<file path="config.mk">
export PLATFORM = sky130hd
export DESIGN_NAME = tmbr_ctrl
export DESIGN_NICKNAME = d
export VERILOG_FILES = /design/src/sv/tmbr_pkg.sv /design/src/sv/tmbr_ctrl.sv
export VERILOG_INCLUDE_DIRS = /design/src /design/src/sv
export SDC_FILE = /design/constraint.sdc
export NUM_CORES = 1
export LEC_CHECK = 0
export ABC_CLOCK_PERIOD_IN_PS = 1290
export BUFFER_PORTS_ARGS = -buffer_cell sky130_fd_sc_hd__buf_4
export CORE_AREA = 5 5 42 44
export DETAILED_ROUTE_END_ITERATION = 8
export DIE_AREA = 0 0 47 49
export GPL_TIMING_DRIVEN = 1
export PLACE_DENSITY = 0.65
export SLEW_MARGIN = 5
export SYNTH_ARGS = -nofsm -noshare
export SYNTH_HDL_FRONTEND = slang
export SYNTH_SLANG_ARGS = --single-unit
</file>
<file path="constraint.sdc">
create_clock -name clock -period 1.29 [get_ports clock]
set_input_delay 0.129 -clock clock [delete_from_list [all_inputs] [get_ports clock]]
set_output_delay 0.129 -clock clock [all_outputs]
set_load 0.005 [all_outputs]
</file>
<file path="src/sv/traffic_matrix_block_reducer_macros.svh">
// Assertion macros shared by the traffic matrix block reducer modules.
`ifndef TRAFFIC_MATRIX_BLOCK_REDUCER_MACROS_SVH
`define TRAFFIC_MATRIX_BLOCK_REDUCER_MACROS_SVH

`ifndef SYNTH
// Same-cycle implication, sampled on clock and disabled in reset.
`define TMBR_ASSERT_IMP(name, ante, cons, msg) \
   name: assert property (@(posedge clock) disable iff (reset) (ante) |-> (cons)) \
      else $error(msg);
// Next-cycle implication, sampled on clock and disabled in reset.
`define TMBR_ASSERT_NEXT(name, ante, cons, msg) \
   name: assert property (@(posedge clock) disable iff (reset) (ante) |=> (cons)) \
      else $error(msg);
`else
`define TMBR_ASSERT_IMP(name, ante, cons, msg)
`define TMBR_ASSERT_NEXT(name, ante, cons, msg)
`endif

`endif

</file>
<file path="src/sv/tmbr_pkg.sv">
// Shared types and constants of the traffic matrix block reducer.
`timescale 1ns / 1ps
package tmbr_pkg;

   localparam int FLOW_W    = 32;
   localparam int ACC_W     = 48;
   localparam int MAX_W     = 47;
   localparam int VTX_OUT_W = 4;
   localparam int VCNT_W    = 5;
   localparam int EPR_W     = 3;
   localparam int CSR_DW    = 32;
   localparam int CSR_AW    = 3;

   // Register indexes, taken from paddr[2].
   localparam logic REG_VERTEX_COUNT = 1'b0;
   localparam logic REG_EPR          = 1'b1;

   localparam logic [VCNT_W-1:0] VCNT_RESET = 5'd16;
   localparam logic [EPR_W-1:0]  EPR_RESET  = 3'd4;

   typedef logic signed [FLOW_W-1:0] flow_type;
   typedef logic signed [ACC_W-1:0]  acc_type;
   typedef logic [MAX_W-1:0]         max_type;
   typedef logic [VTX_OUT_W-1:0]     vtx_type;

   // Commands from the controller to the datapath.
   typedef struct packed {
      logic capture;
      logic acc;
      logic row_end;
      logic row_adv;
      logic k_clr;
      logic k_inc;
      logic blk_rd;
      logic load_blk;
      logic col_rd;
      logic col_cmp;
      logic load_sum;
      logic clear_run;
   } cmd_type;

   // Status from the datapath to the controller.
   typedef struct packed {
      logic col_last;
      logic vertex_last;
      logic row_last;
      logic k_last_v;
      logic k_last_col;
      logic rsp_taken;
   } status_type;

endpackage

</file>
<file path="src/sv/tmbr_ctrl.sv">
// Sequencing state machine of the reducer: issues datapath commands per request.
`timescale 1ns / 1ps
`include "traffic_matrix_block_reducer_macros.svh"
module tmbr_ctrl (
   input  logic                 clock,
   input  logic                 reset,
   input  logic                 req_valid,
   output logic                 req_ready,
   input  tmbr_pkg::status_type status,
   output tmbr_pkg::cmd_type    cmd
);
   localparam logic [3:0] S_IDLE     = 4'd0;
   localparam logic [3:0] S_ACC      = 4'd1;
   localparam logic [3:0] S_ROWEND   = 4'd2;
   localparam logic [3:0] S_BLK_RD   = 4'd3;
   localparam logic [3:0] S_BLK_LD   = 4'd4;
   localparam logic [3:0] S_BLK_WAIT = 4'd5;
   localparam logic [3:0] S_COL_RD   = 4'd6;
   localparam logic [3:0] S_COL_CMP  = 4'd7;
   localparam logic [3:0] S_SUM_LD   = 4'd8;
   localparam logic [3:0] S_SUM_WAIT = 4'd9;

   logic [3:0] state_ff, state_in;

   assign req_ready = (state_ff == S_IDLE);

   always_comb begin
      state_in = state_ff;
      cmd      = '0;
      case (state_ff)
         S_IDLE: begin
            if (req_valid) begin
               cmd.capture = 1'b1;
               state_in    = S_ACC;
            end
         end
         S_ACC: begin
            cmd.acc  = 1'b1;
            state_in = status.col_last ? S_ROWEND : S_IDLE;
         end
         S_ROWEND: begin
            cmd.row_end = 1'b1;
            cmd.k_clr   = 1'b1;
            if (status.vertex_last) begin
               state_in = S_BLK_RD;
            end else begin
               cmd.row_adv = 1'b1;
               state_in    = S_IDLE;
            end
         end
         S_BLK_RD: begin
            cmd.blk_rd = 1'b1;
            state_in   = S_BLK_LD;
         end
         S_BLK_LD: begin
            cmd.load_blk = 1'b1;
            state_in     = S_BLK_WAIT;
         end
         S_BLK_WAIT: begin
            if (status.rsp_taken) begin
               if (!status.k_last_v) begin
                  cmd.k_inc = 1'b1;
                  state_in  = S_BLK_RD;
               end else if (status.row_last) begin
                  cmd.k_clr = 1'b1;
                  state_in  = S_COL_RD;
               end else begin
                  cmd.row_adv = 1'b1;
                  state_in    = S_IDLE;
               end
            end
         end
         S_COL_RD: begin
            cmd.col_rd = 1'b1;
            state_in   = S_COL_CMP;
         end
         S_COL_CMP: begin
            cmd.col_cmp = 1'b1;
            if (status.k_last_col) begin
               state_in = S_SUM_LD;
            end else begin
               cmd.k_inc = 1'b1;
               state_in  = S_COL_RD;
            end
         end
         S_SUM_LD: begin
            cmd.load_sum = 1'b1;
            state_in     = S_SUM_WAIT;
         end
         S_SUM_WAIT: begin
            if (status.rsp_taken) begin
               cmd.clear_run = 1'b1;
               state_in      = S_IDLE;
            end
         end
         default: begin
            state_in = S_IDLE;
         end
      endcase
   end

   always_ff @(posedge clock) begin
      if (reset) begin
         state_ff <= S_IDLE;
      end else begin
         state_ff <= state_in;
      end
   end

   `TMBR_ASSERT_IMP(a_acc_after_accept, state_ff == S_ACC, $past(req_valid && req_ready), "accumulate step without an accepted request")
   `TMBR_ASSERT_IMP(a_rowend_after_acc, state_ff == S_ROWEND, $past(state_ff == S_ACC), "row end not preceded by an accumulate step")
endmodule

</file>
### After elaboration in Yosys (flattened, before gate mapping)

Index checks and enable logic that the tools add are counted.

| cells by class | value |
|---|---|
| eq/ne operators | 12 |
| mux-type cells | 29 |
| reduce and logical (&&, ||, !) cells | 2 |

Operators with widths:

| operator | count |
|---|---|
| 4-bit one-hot mux with 10 select lines | 1 |
| 4-bit 2-to-1 mux | 5 |
| 4-bit by 3-bit equality test with 1-bit output, second input constant | 4 |
| 1-bit 2-to-1 mux | 16 |
| 4-bit by 2-bit equality test with 1-bit output, second input constant | 2 |
| 4-bit equality test, second input constant | 2 |
| 2-bit 2-to-1 mux | 3 |
| 3-bit 2-to-1 mux | 2 |
| 2-bit inequality test, second input constant | 3 |
| 4-bit by 1-bit equality test with 1-bit output, second input constant | 1 |
| 4-bit logical NOT | 1 |
| 2-bit one-hot mux with 2 select lines | 1 |
| 3-bit AND reduction | 1 |
| 1-bit one-hot mux with 2 select lines | 1 |

| storage, ports and cells | value |
|---|---|
| flip-flop bits (word level) | 4 |
| input port bits | 9 |
| output and inout port bits | 13 |

### Longest topological paths before layout

Gate-level depths: netlist (run 1).

| logic depth | value |
|---|---|
| depth in word-level cells | 4 |
| mapped depth | 5 |

### Worst setup path before layout (run 1)

OpenSTA, ideal clock, no wires.

| path | value |
|---|---|
| path type | reg-to-reg |
| from | register state_ff[1] |
| to | register state_ff[2] |
| setup time | 0.096 ns |
| data arrival time | 1.145 ns |
| setup slack | 0.049 ns |
| stages on the path, launching flop included | 5 |
| cells stage by stage | dfxtp_1 or3_1 a21oi_1 o21ai_1 o41ai_2 |

| on the way | value |
|---|---|
| cells in the longest elaborated chain, start to end | 3 |
| elaborated cells between the ends (all ways) | 15 |
| those cells by class | eq/ne: 12; mux: 1; reduce/logical: 2 |

RTL lines:

| item | RTL line | source |
|---|---|---|
| from (decl) | tmbr_ctrl.sv:23 | `logic [3:0] state_ff, state_in;` |
| from (signal assigned) | tmbr_ctrl.sv:106 | `state_ff <= state_in;` |
| 4-bit by 3-bit equality test with 1-bit output (tied with other cells) | tmbr_ctrl.sv:30 | `case (state_ff)` |
| 2-bit inequality test (no source line) | n/a |  |
| 3-bit AND reduction (no source line) | n/a |  |

Several ways; a longest one is shown, not always the timed one.
A chain may end at the register's enable or synchronous reset.

==> flow_metrics.tcl, run 1 <==
set metrics [dict create \
    start_kind "flop" \
    avgSynthCellArea_um2 6.275 \
    setup_violations 6 \
    num_antenna_cells 0 \
    synth_cells 65 \
    reg.largest.list "state_ff (4)" \
    p_per_area_nw_per_um2 1070 \
    clk_pin_slew_ps 40 \
    first_global_vias 614 \
    grt_setup_unrepaired "true" \
    tritoncts "yes" \
    rows 14 \
    ys_ff_latch 4 \
    synth.top_cells.by_area "dfxtp_1 20%, nor3_1 7.4%, nor2_1 7.4%" \
    h-tree-depth 1 \
    status "finished, violations left" \
    routed_wirelength_mm 1.676 \
    grt_pass1_wl_mm 2.532 \
    final_common_cell "buf_4" \
    peakVddDrop_mv 0.4949 \
    grt.overflow.total 0 \
    synth_warnings 0 \
    dieArea_um2 2303 \
    yosysSeqAreaShare 0.1963 \
    syn_nets 74 \
    port_buffers 21 \
    globalRouteTotalUtil 0.1494 \
    worstPathArrival_ps 1300 \
    wl_per_cell_um 13.85 \
    clk_path_buf_depth 2 \
    yosysUniqueCellTypes 25 \
    drt_iter0_markers 13 \
    clockRootBuffer "clkbuf_4" \
    path_max_fanout 6 \
    syn_area_um2 407.9 \
    largest_register_ffs 4 \
    maxCapViolations 0 \
    place_area_um2 658.1 \
    core_um2 1401 \
    cp.required_ps 1160 \
    failed_checks "negative setup slack" \
    worstSetupPathType "reg2out" \
    ant_nets 0 \
    clk_latency_ps 240 \
    worst-r2r-setup-slack_ps -70 \
    multi_input_comb_area_um2 437.9 \
    area_delta_synth_final_pct 123.9 \
    synth_top_area_frac 0.1963 \
    fin_crit_ps 1427 \
    ios 22 \
    final_area_um2 913.4 \
    fp.dieH_um 49 \
    hold_path_class "in2reg" \
    initial_core_util 0.2911 \
    dr.pass1.iters 4 \
    min_period_over_period 1.106 \
    worst_slack_ps -137.3 \
    die_x_um 47 \
    p_leak_uw 0.0004198 \
    route.detailed.drc 0 \
    maxSlewHeadroom 0.8048 \
    final_cell_mix "38 x buf_4, 5 x nor2_1, 4 x nand2_1, 4 x dfxtp_4" \
    yosys.area.top_type "dfxtp_1" \
    tightest_slew_ps 291.8 \
    grt_max_degree 8 \
    seqCellArea_um2 95.09 \
    antenna_found_initial 0 \
    hold_viol_final 0 \
    gp_routability_congestion 0.8412 \
    maxSlewViolCount 0 \
    nets 116 \
    power_uw 977.1 \
    drive_above_1_share 0.7048 \
    clock_skew_ps 4.995 \
    max_freq_ghz 0.7006 \
    regMostFlops "state_ff" \
    numCtsBuffers 3 \
    nFillCells 123 \
    tns_ps -546.1 \
    viasPerCell 5.149 \
    dp_hpwl_mm 1.116 \
    cts.sinks 4 \
    via_count 623 \
    crit_path_end_kind "primary output" \
]
-- kinds of logic after synthesis --
group / share of synthesized area
compound gates: 0.3037
simple gates: 0.3896
buf+inv: 0.08897
flops: 0.1963
xor+xnor: 0.02148
-- path summary, 6_finish.rpt --
check | start | to | depth (start not counted)
hold reg to reg | state_ff[0] | state_ff[0] | 2
hold / removal | reset | state_ff[3] | 2
setup reg to reg | state_ff[1] | state_ff[2] | 4
setup / recovery | state_ff[2] | cmd[8] | 4
-- metrics by stage --
step                      worst slack (ps)  hold WS, ps  std cells    util
final                               -137.3        93.25        121  0.6518
after CTS                           -100.2        83.56        117  0.5777
after global routing                -195.1        96.80        121  0.6518
after detailed placement            -49.09        333.2        110  0.4696
after floorplan                      49.00        198.1         65       -
after global placement               5.641        330.1        110  0.4696
-- synthesized netlist by cell type --
library cell,count
and2_1,1
buf_2,2
a21oi_1,4
o21ai_0,3
o22ai_1,2
o41ai_2,1
nor2_1,8
o21ai_1,1
nor4_1,1
clkbuf_1,2
a2bb2oi_1,1
a211o_1,1
dfxtp_1,4
o32a_1,1
or3_1,1
inv_1,5
a31oi_1,2
nand2b_1,3
nor3_1,6
xnor2_1,1
nand4_1,1
nor2b_1,3
nand3_1,2
a21boi_0,2
nand2_1,7
-- cell type report --
class	count	share of cell area
multi-input cells	52	0.4795
repair buffers	41	0.3493
flip-flops and latches	4	0.1041
clock buffers	3	0.02466
well taps	16	0.02192
inverters	5	0.02055
-- critical path, stage by stage (launching register included) --
cell	delay, ps
dfxtp_4	360
nor2_1	260
nand2_2	130
o22ai_1	170
buf_4	130
-- power by group --
| part | internal, µW | switching, µW |
|---|---|---|
| clock | 104 | 56.6 |
| sequential | 151 | 39.1 |
| combinational | 352 | 274 |
-- per-layer routing --
layer	vias to the layer above	global-route usage	part of all wire
li1	311	-	-
met1	279	0.1674	0.38
met2	31	0.2579	0.52
met3	2	0.01476	0.079
met4	0	0.08295	0.013
met5	-	0	0
-- repair_timing --
item                       in CTS  in global routing
pin swaps                       4                  8
setup buffers                   4                  4
setup endpoints to repair      14                 14
hold endpoints to repair        0                  0
hold buffers                    0                  0
resized for setup              26                 20
No activity file was read; power rests on OpenSTA's default activity.
==> inputs of run 2 (changes only) <==
REMOVE_ABC_BUFFERS = 1   (was not set)
==> run 2 against run 1 <==
The flow still finishes with violations (negative setup slack). Maximum frequency rose by 0.70%. Sequential share of layout area shrank 0.60 points. Via count grew 6.7%. Combinational power is 12% higher. Routed wire length increased by 5.3%. Critical path depth rose by 1. Global-route usage up 0.55 points. Sequential power barely moved. Clock power barely moved. Register-to-register slack improved by 30 ps. Clock-buffer cell count is the same. Design area rose by 6.2%. Critical path type unchanged.
==> flow_metrics.tcl, run 2 (synthesis results as in run 1) <==
set metrics [dict create \
    ios 22 \
    nets 122 \
    maxSlewViolCount 0 \
    tns_ps -639.1 \
    drt_iter0_markers 5 \
    crit_path_end_kind "primary output" \
    drive_above_1_share 0.7297 \
    crit_buf_inv 1 \
    path_max_fanout 6 \
    hold_path_class "in2reg" \
    tightest_slew_ps 223.5 \
    dr.pass1.iters 4 \
    worst_slack_ps -127.4 \
    grt_pass1_wl_mm 2.566 \
    final_common_cell "buf_4" \
    die_x_um 47 \
    gp_routability_congestion 0.8622 \
    globalRouteTotalUtil 0.1549 \
    area_delta_synth_final_pct 137.7 \
    route.detailed.drc 0 \
    dp.cells 112 \
    start_kind "flop" \
    cp_slowest_cell "dfxtp_4" \
    p_leak_uw 0.0004507 \
    cts_hold_buf 0 \
    worstHoldStart "reset" \
    setup_violations 9 \
    ant_nets 0 \
    critPathLaunch "state_ff[2]" \
    grt_setup_unrepaired "true" \
    power_uw 1053 \
    fp.dieH_um 49 \
    min_period_over_period 1.099 \
    pre_cts_slack_ps -15.39 \
    dp_hpwl_mm 1.159 \
    clock_skew_ps 11.46 \
    instances_no_fill 127 \
    clk_latency_ps 250 \
    hold_viol_final 0 \
    numCtsBuffers 3 \
    via_count 665 \
    final_cell_mix "42 x buf_4, 5 x nor2_1" \
    num_antenna_cells 0 \
    grt_max_degree 10 \
    clockRootBuffer "clkbuf_4" \
    tritoncts "yes" \
    max_freq_ghz 0.7055 \
    core_um2 1401 \
    largest_register_ffs 4 \
    fin_crit_ps 1417 \
    viasPerCell 5.236 \
    maxCapViolations 0 \
    clk_path_buf_depth 2 \
    failed_checks "negative setup slack" \
    wl_per_cell_um 13.90 \
    h-tree-depth 1 \
    grt.overflow.total 0 \
    worstPathCellList "nand2_4 > nor3_4 > nand3_2 > o21ai_2 > buf_4" \
    critPathMaxStageDelay_ps 380 \
    critical-path-top-delay-family "simple AND/OR/NAND/NOR gates" \
    regMostFlops "state_ff" \
    cp.required_ps 1160 \
    clk_pin_slew_ps 40 \
    worstSetupPathType "reg2out" \
    port_buffers 21 \
    rows 14 \
    antenna_found_initial 0 \
    peakVddDrop_mv 0.4366 \
    r2r-start "state_ff[2]" \
    maxSlewHeadroom 0.8497 \
    status "finished, violations left" \
    cts.sinks 4 \
    p_per_area_nw_per_um2 1086 \
    dieArea_um2 2303 \
    first_global_vias 634 \
    routed_wirelength_mm 1.765 \
    worstPathArrival_ps 1290 \
    reg.largest.list "state_ff (4)" \
    initial_core_util 0.2911 \
]
[run 2: changes by cell type in the layout (fill, tap and decap cells not counted)]
cell	delta
nand2_4	-1
nor2_2	-1
nor3_4	-1
o22ai_1	-1
nor2_4	+1
buf_4	+4
nand2_2	+1
buf_6	+1
nor3_2	+1
buf_8	+1
o22ai_2	+1
[run 2: per-stage QoR]
step	hold WS, ps	cell area [µm²]	util
2_1_floorplan	198.1	390.4	-
3_3_place_gp	333.6	673.1	0.4804
3_5_place_dp	328.1	673.1	0.4804
4_1_cts	67.76	803.3	0.5732
5_1_grt	76.04	969.7	0.6920
6_report	84.24	969.7	0.6920
[run 2: final cells by class]
cell class | instances | area (µm²)
multi-input cells | 52 | 437.9
repair buffers | 47 | 375.4
flip-flops and latches | 4 | 95.09
clock buffers | 3 | 22.52
fillers | 114 | 431.7
well taps | 16 | 20.02
inverters | 5 | 18.77
[run 2: power breakdown]
part           total, µW  internal, µW  switching [µW]
clock                161           104            57.0
combinational        703           411             292
sequential           189           151            37.6
total               1050           666             387
[run 2: path summary, 6_finish.rpt]
check | end | depth (start not counted) | slack [ps]
hold reg to reg | state_ff[3] | 2 | 600
setup reg to reg | state_ff[1] | 7 | -40
setup / recovery | cmd[7] | 5 | -130
hold / removal | state_ff[3] | 2 | 80
[run 2: repair_timing]
| item | 4_1_cts | 5_1_grt |
|---|---|---|
| gates resized for setup | 22 | 26 |
| endpoints found under the setup margin | 14 | 16 |
| setup buffers | 3 | 9 |
| pin swaps | 9 | 14 |
| gates cloned | 0 | 0 |
[run 2: layer usage]
| metal | GRT usage | vias to the layer above | wire length [µm] |
|---|---|---|---|
| met4 | 0.09677 | 0 | 66 |
| met1 | 0.1780 | 303 | 670 |
| li1 | - | 326 | - |
| met2 | 0.2489 | 29 | 891 |
| met3 | 0.02952 | 7 | 136 |
| met5 | 0 | - | 0 |
[run 2: worst reg2reg max path: stages (launching register included)]
cell	delay [ps]
dfxtp_4	360
buf_4	170
nand2b_4	170
nor3_4	120
buf_4	120
buf_4	80
nand2_1	60
a31oi_1	170
==> inputs of run 3 (changes only) <==
CORE_AREA = 2 2 39 41   (was 5 5 42 44)
DIE_AREA = 0 0 41 43   (was 0 0 47 49)
MAX_ROUTING_LAYER = met4   (was not set)
==> run 3 against run 2 <==
The run still ends with negative setup slack left. Hold slack better by 10 ps. Die area is 23% lower. Design area is 1.8% lower. Sequential share of layout area is 0.082 points lower. Flip-flop and latch count stayed put. First-iteration DRC count grew to 3.0 times the previous value. Global-route usage is 6.1 points higher. Clock skew is 2.5 ps lower. Via count is 1.1% lower. Worst setup slack better by 9.7 ps. Total power is 4.3% lower. Register-to-register slack worse by 60 ps. Critical endpoint unchanged.
==> flow_metrics.tcl, run 3 (synthesis results as in run 1) <==
set metrics [dict create \
    final_core_util 0.6881 \
    worstPathCellList "buf_6 > nor3_4 > nand3_2 > o21ai_2 > buf_4" \
    clk_pin_slew_ps 40 \
    clock_skew_ps 8.992 \
    hold_path_class "in2reg" \
    cp_slowest_cell "dfxtp_2" \
    routed_wirelength_mm 1.831 \
    via_count 658 \
    rows 14 \
    drt_iter0_markers 15 \
    final_cell_mix "41 x buf_4, 6 x buf_6, 5 x nor2_1" \
    fp.dieH_um 43 \
    nFillCells 117 \
    tns_ps -463.0 \
    first_global_vias 601 \
    h-tree-depth 1 \
    instances_no_fill 127 \
    maxCapViolations 0 \
    start_kind "flop" \
    antenna_found_initial 0 \
    worst_slack_ps -117.7 \
    ant_nets 0 \
    r2r-start "state_ff[1]" \
    grt_pass1_wl_mm 2.456 \
    grt_setup_unrepaired "true" \
    tightest_slew_ps 251.1 \
    maxSlewViolCount 0 \
    hold_viol_final 0 \
    tritoncts "yes" \
    worstSetupPathType "reg2out" \
    crit_path_end_kind "primary output" \
    largest_register_ffs 4 \
    clk_path_buf_depth 2 \
    dp.cells 114 \
    multi_input_comb_area_um2 422.9 \
    cp.required_ps 1160 \
    dr.pass1.iters 4 \
    worst-r2r-setup-slack_ps -100 \
    grt_max_degree 11 \
    crit_path_end "cmd[7]" \
    reg2regPathDepth 4 \
    peakVddDrop_mv 0.6040 \
    final_common_cell "buf_4" \
    area_delta_synth_final_pct 133.4 \
    port_buffers 21 \
    setup_violations 9 \
    initial_core_util 0.2948 \
    min_period_over_period 1.091 \
    numCtsBuffers 3 \
    maxSlewHeadroom 0.8308 \
    grt.overflow.total 0 \
    path_max_fanout 4 \
    r2r-end "state_ff[2]" \
    p_per_area_nw_per_um2 1058 \
    p_leak_uw 0.0004415 \
    wl_per_cell_um 14.42 \
    max_freq_ghz 0.7104 \
    gp_routability_congestion 0.9499 \
    clk_latency_ps 240 \
    regMostFlops "state_ff" \
    dp_hpwl_mm 1.037 \
    seqCellArea_um2 92.59 \
    cts_hold_buf 0 \
    dieArea_um2 1763 \
    nets 122 \
    core_um2 1384 \
    critPathMaxStageDelay_ps 340 \
    critPathLaunch "state_ff[1]" \
    worstPathArrival_ps 1280 \
    clockRootBuffer "clkbuf_4" \
    die_x_um 41 \
    pre_cts_slack_ps -23.12 \
    num_antenna_cells 0 \
    route.detailed.drc 0 \
    reg.largest.list "state_ff (4)" \
    cts.sinks 4 \
    drive_above_1_share 0.7117 \
    ios 22 \
    status "finished, violations left" \
    viasPerCell 5.181 \
    failed_checks "negative setup slack" \
    fin_crit_ps 1408 \
    globalRouteTotalUtil 0.2163 \
]
run 3: cell counts in the layout (fill, tap and decap cells not counted):
Identical to the previous run, type by type.
run 3: per-stage QoR:
step	instance area [µm²]	hold slack, ps	power (µW)
CTS	834.6	70.90	890.9
global route	952.2	74.96	1073
finish	952.2	94.38	1007
floorplan	390.4	198.1	364.6
global placement	688.2	331.0	619.7
detailed placement	688.2	330.3	621.9
run 3: cell type report:
| class | count | area share |
|---|---|---|
| clock buffer | 3 | 0.02365 |
| inverter | 5 | 0.01971 |
| multi-input combinational | 52 | 0.4442 |
| sequential | 4 | 0.09724 |
| tap | 16 | 0.02102 |
| timing repair buffer | 47 | 0.3942 |
run 3: worst max-delay path: cells and delay by family, from the launching register on:
family	cells	cell delay, ps
flops	1	340
simple gates	2	310
buf+inv	2	240
compound gates	1	140
run 3: repair_timing:
item,CTS,global route
setup endpoints to repair,14,16
setup buffers,7,4
resized for setup,21,22
pin swaps,9,9
cloned,0,0
run 3: where the power goes:
group	internal, µW	switching (µW)
sequential	151	36.9
combinational	370	288
clock	104	57.3
total	625	382
run 3: how the worst min path moves through the flow:
stage	start	to	cells after the start
6_report	reset	state_ff[3]	2
5_1_grt	reset	state_ff[3]	2
4_1_cts	reset	state_ff[3]	2
3_5_place_dp	reset	state_ff[3]	2
3_3_place_gp	reset	state_ff[3]	2
2_1_floorplan	reset	state_ff[3]	1
run 3: per-layer routing:
layer	vias to the layer above	part of all wire	track usage
li1	320	-	-
met1	306	0.39	0.2226
met5	-	0	-
met3	2	0.046	0.04712
met2	30	0.56	0.3688
met4	0	0.0093	0.09333
